===== src/hdl/dcd_pkg.sv =====
// Shared types and constants for the directed cycle detector.
// Used by the controller, the datapath, the top level and the checker.
package dcd_pkg;

  localparam int MAX_NODES  = 64;
  localparam int VIDX_W     = $clog2(MAX_NODES);
  localparam int CUR_W      = $clog2(MAX_NODES + 1);
  localparam int VERT_W     = 7;
  localparam int NODE_W     = 7;
  localparam int MODE_W     = 2;
  localparam int IN_DATA_W  = 16;
  localparam int OUT_DATA_W = 8;

  localparam logic [MODE_W-1:0] MODE_CLEAR = 2'd0;
  localparam logic [MODE_W-1:0] MODE_ADD   = 2'd1;
  localparam logic [MODE_W-1:0] MODE_CHECK = 2'd2;

  typedef enum logic [2:0] {
    ST_IDLE,
    ST_ADD_WR,
    ST_FIND,
    ST_POP,
    ST_DONE
  } state_e;

  // Commands from the controller to the datapath
  typedef struct packed {
    logic clear_graph;
    logic add_read;
    logic add_write;
    logic load_start;
    logic find;
    logic pop_load;
    logic result_load;
  } cmd_t;

  // Status from the datapath to the controller
  typedef struct packed {
    logic start_ok;
    logic add_ok;
    logic hit;
    logic hit_gray;
    logic depth_one;
    logic out_free;
  } status_t;

  // One level of the walk: vertex index and next column to scan
  typedef struct packed {
    logic [VIDX_W-1:0] vidx;
    logic [CUR_W-1:0]  cur;
  } stack_entry_t;

endpackage


===== src/hdl/dcd_ctrl.sv =====
// Controller state machine of the directed cycle detector.
// Depends on dcd_pkg for the state, command and status types.
module dcd_ctrl (
  input  logic                     clk_i,
  input  logic                     rst_ni,
  input  logic                     in_valid_i,
  input  logic [dcd_pkg::MODE_W-1:0] in_mode_i,
  output logic                     in_ready_o,
  input  dcd_pkg::status_t         status_i,
  output dcd_pkg::cmd_t            cmd_o
);
  import dcd_pkg::*;

  state_e state_q, state_d;

  // State register
  always_ff @(posedge clk_i or negedge rst_ni) begin
    if (!rst_ni) begin
      state_q <= ST_IDLE;
    end else begin
      state_q <= state_d;
    end
  end

  // Next state and commands
  always_comb begin
    state_d    = state_q;
    cmd_o      = '0;
    in_ready_o = (state_q == ST_IDLE);
    case (state_q)
      ST_IDLE: begin
        if (in_valid_i) begin
          case (in_mode_i)
            MODE_CLEAR: begin
              cmd_o.clear_graph = 1'b1;
            end
            MODE_ADD: begin
              if (status_i.add_ok) begin
                cmd_o.add_read = 1'b1;
                state_d        = ST_ADD_WR;
              end
            end
            MODE_CHECK: begin
              cmd_o.load_start = 1'b1;
              state_d          = status_i.start_ok ? ST_FIND : ST_DONE;
            end
            default: ;
          endcase
        end
      end
      ST_ADD_WR: begin
        cmd_o.add_write = 1'b1;
        state_d         = ST_IDLE;
      end
      ST_FIND: begin
        cmd_o.find = 1'b1;
        if (!status_i.hit) begin
          state_d = status_i.depth_one ? ST_DONE : ST_POP;
        end else if (status_i.hit_gray) begin
          state_d = ST_DONE;
        end
      end
      ST_POP: begin
        cmd_o.pop_load = 1'b1;
        state_d        = ST_FIND;
      end
      ST_DONE: begin
        if (status_i.out_free) begin
          cmd_o.result_load = 1'b1;
          state_d           = ST_IDLE;
        end
      end
      default: begin
        state_d = ST_IDLE;
      end
    endcase
  end

endmodule


===== config.mk =====
export PLATFORM = sky130hd
export DESIGN_NAME = dcd_ctrl
export DESIGN_NICKNAME = d
export VERILOG_FILES = /design/src/hdl/dcd_pkg.sv /design/src/hdl/dcd_ctrl.sv
export SDC_FILE = /design/constraint.sdc
export NUM_CORES = 1
export LEC_CHECK = 0
export ABC_AREA = 1
export BUFFER_PORTS_ARGS = -buffer_cell sky130_fd_sc_hd__buf_2
export CORE_AREA = 2 2 39 41
export CTS_CLUSTER_DIAMETER = 120
export DETAILED_ROUTE_END_ITERATION = 7
export DIE_AREA = 0 0 41 43
export PLACE_DENSITY = 0.61
export SYNTH_ARGS = -nofsm -noshare
export SYNTH_HDL_FRONTEND = slang
export SYNTH_SLANG_ARGS = --single-unit

===== constraint.sdc =====
create_clock -name clk_i -period 1 [get_ports clk_i]
set_input_delay 0 -clock clk_i [delete_from_list [all_inputs] [get_ports clk_i]]
set_output_delay 0 -clock clk_i [all_outputs]
set_load 0.005 [all_outputs]

==> summary.md <==
| Metric | Value |
|---|---|
| Outcome | `finished, violations left` |
| Failing checks | `negative setup slack` |
| Slew headroom | `86.2%` |
| Setup crit start kind | `register` |
| Clock slew seen by the registers of the worst setup and hold paths | `0.04 ns` |
| Actual slew at the worst max-slew pin | `0.205 ns` |
| Number of ports placed on the die boundary | `19` |
| Detailed placer's ending HPWL | `649 um` |
| Floorplan die area | `1760 um^2` |
| Critical Path Source | `state_q[1]` |
| H-Tree Depth | `1` |
| Final Core Density | `43.0%` |
| Initial standard-cell utilization of the core | `22.2%` |
| GRT Total Usage | `11.8%` |
| CP Data Arrival Time | `1.20 ns` |
| Setup-failing EPs final | `11` |
| Via density per instance | `4.26` |
| Commonest cells after routing, fill and taps aside | `17 x buf_2, 8 x inv_1, 7 x buf_4` |
| Number of distinct standard cells referenced by the synthesized netlist | `15` |
| Clock root buffer | `clkbuf_4` |
| Synthesized instance count | `51` |
| RSZ-0062 raised after global routing | `true` |
| DIE HEIGHT | `43 um` |
| Max_cap viols | `0` |
| Area of the placeable core | `1380 um^2` |
| Largest regs | `state_q (3)` |
| 1st-iter DRT viols | `3` |
| Initial antenna violation count | `0` |
| Final critical-path share of the clock period | `120%` |
| Global-route wire length before repair | `1430 um` |
| Detailed-route via count | `422` |
| Post-Route Setup TNS | `-1.55 ns` |
| Startpoint-to-endpoint class of the critical path | `register to output pin` |
| Vias in the first global route | `394` |
| CP required | `1.00 ns` |
| Final RePlAce weighted congestion | `0.799` |
| Max Clock Skew | `0.00127 ns` |
| Average footprint of a synthesized cell | `6.04 um^2` |
| Adder-Cell Fraction of Synth Area | `0%` |
| Xor and xnor area share after synthesis | `0%` |
| Compound-cell area share of the yosys netlist | `6.10%` |
| Minimum setup slack in the final design | `-0.199 ns` |
| Slew Viols, Final | `0` |
| Total instance count after detailed placement | `89` |
| Number of filler cells placed in the layout | `148` |
| Top reg by flops | `state_q` |
| Layout net count | `95` |
| Leakage power figure | `0.331 nW` |
| Number of clock sinks | `3` |
| Most common cell after layout, fill and taps aside | `buf_2` |
| M1 wire length | `361 um` |
| Drt first pass iters | `4` |
| Maximum frequency from static timing analysis | `834 MHz` |
| Post-route insts no fill | `99` |
| Cell Area, Synth | `308 um^2` |
| Die Width | `41 um` |
| Amount of wire on met3 after detailed routing | `43 um` |
| Type of destination of the critical path | `output pin` |
| Simple-gate portion of the synthesized area | `54.9%` |
| Path category of the worst min-delay check | `primary input to register` |
| Routed Wire Length | `899 um` |
| Antenna Nets Post-Route | `0` |
| Layout cell share with drive strength beyond 1 | `62.7%` |
| Sequential cell area fraction in the yosys report | `24.4%` |
| Drt wl/cell | `9.08 um` |
| Number of placement rows | `14` |
| Highest routing layer actually used | `met3` |
| Pin count of the biggest net entering global routing | `7` |
| Synthesis-to-layout area growth | `93.5%` |
| Max FO, Critical Path | `3` |
| Startpoint of the most critical register-to-register path | `state_q[1]` |
| Post-Synthesis Net Count | `62` |
| Count of inserted antenna diode cells | `0` |
| Hold wc startpoint | `status_i[2]` |
| Power density over the cells | `1770 nW/um^2` |
| Minimum clock period | `1.20 ns` |
| CTS tree | `yes` |
| IO Port Bufs | `18` |
| Synthesized flop and latch total | `3` |
| Number of buffers between clock root and the deepest sink | `2` |
| Main combinational cell family by area after synthesis | `simple AND/OR/NAND/NOR gates` |
| Total power draw | `1.06 mW` |
| Hold Vio Cnt, Final | `0` |
| Routed wire length on met2 | `494 um` |
| Share of synthesized area spent on multiplexers | `0%` |
| Warning count from the yosys run | `0` |
| Worst skew pair latency | `0.23 ns` |
| Remaining routing DRC violations | `0` |
| Number of flip-flops under the largest register name | `3` |
| Overflow after GRT | `0` |
| Worst IR drop on VDD | `0.790 mV` |
| TritonCTS Buffers | `3` |
==> stage by stage <==
stage / cell area [um^2] / hold WS, ns / setup WS [ns]
after floorplan: 323 / -0.296 / -0.0110
after CTS: 576 / 0.0680 / -0.207
after global routing: 596 / 0.101 / -0.255
after global placement: 463 / -0.203 / -0.105
after detailed placement: 463 / -0.202 / -0.0999
final: 596 / 0.0710 / -0.199
==> critical path: stages (launching register included) <==
cell,delay [ns]
dfrtp_1,0.41
buf_4,0.16
nor4_2,0.24
buf_2,0.15
==> per-layer routing <==
| metal | up-vias | GRT usage (%) |
|---|---|---|
| li1 | 227 | - |
| met1 | 180 | 12.9 |
| met4 | 0 | 6.00 |
| met2 | 15 | 19.4 |
| met3 | 0 | 3.14 |
| met5 | - | 0 |
==> power breakdown <==
| part | internal [mW] | leakage [nW] | switching [mW] |
|---|---|---|---|
| sequential | 0.151 | 0.0378 | 0.0373 |
| clock | 0.149 | 0.0150 | 0.0615 |
| combinational | 0.324 | 0.278 | 0.334 |
| total | 0.624 | 0.331 | 0.433 |
==> area by class of cell <==
| class | instances | area, um^2 | share of cell area (%) |
|---|---|---|---|
| Multi-Input combinational cell | 36 | 243 | 40.8 |
| Timing Repair Buffer | 28 | 181 | 30.5 |
| Sequential cell | 3 | 77.6 | 13.0 |
| Clock buffer | 4 | 26.3 | 4.41 |
| Tap cell | 16 | 20.0 | 3.36 |
| Inverter | 12 | 47.5 | 7.98 |
==> cell families (layout without fill, tap and decap cells) <==
logic type,after synthesis,after routing
and+or+nand+nor,33,33
buffers and inverters,12,44
DFF,3,3
AOI/OAI and AO/OA,3,3
==> cells in the mapped netlist <==
library cell	count	area, um^2
o21ai_0	1	5.00
nand3_1	9	45.0
nor4_1	2	12.5
nor3_1	4	20.0
dfrtp_1	3	75.1
nor2_1	6	22.5
nor3_2	1	10.0
nand2_1	6	22.5
a21oi_2	1	8.76
nand2_4	1	11.3
inv_1	8	30.0
nand2_2	1	6.26
o21ai_1	1	5.00
inv_2	4	15.0
nor2_2	3	18.8
==> worst paths after layout <==
path                       slack, ns    endpoint  depth (start not counted)
min in group asynchronous       0.09  state_q[1]                          2
setup reg to reg               -0.18  state_q[1]                          7
hold reg to reg                 0.64  state_q[1]                          3
hold / removal                  0.07  state_q[1]                          4
max in group asynchronous       0.79  state_q[0]                          2
setup / recovery               -0.20    cmd_o[0]                          3
==> repair_timing <==
item	4_1_cts	5_1_grt
hold buffers	1	0
endpoints found under the setup margin	11	11
resized for setup	11	3
hold endpoints to repair	3	0
pin swaps	2	2
gates cloned	0	0
buffers inserted	4	1
Note: power is estimated with default switching activity, not from simulation.
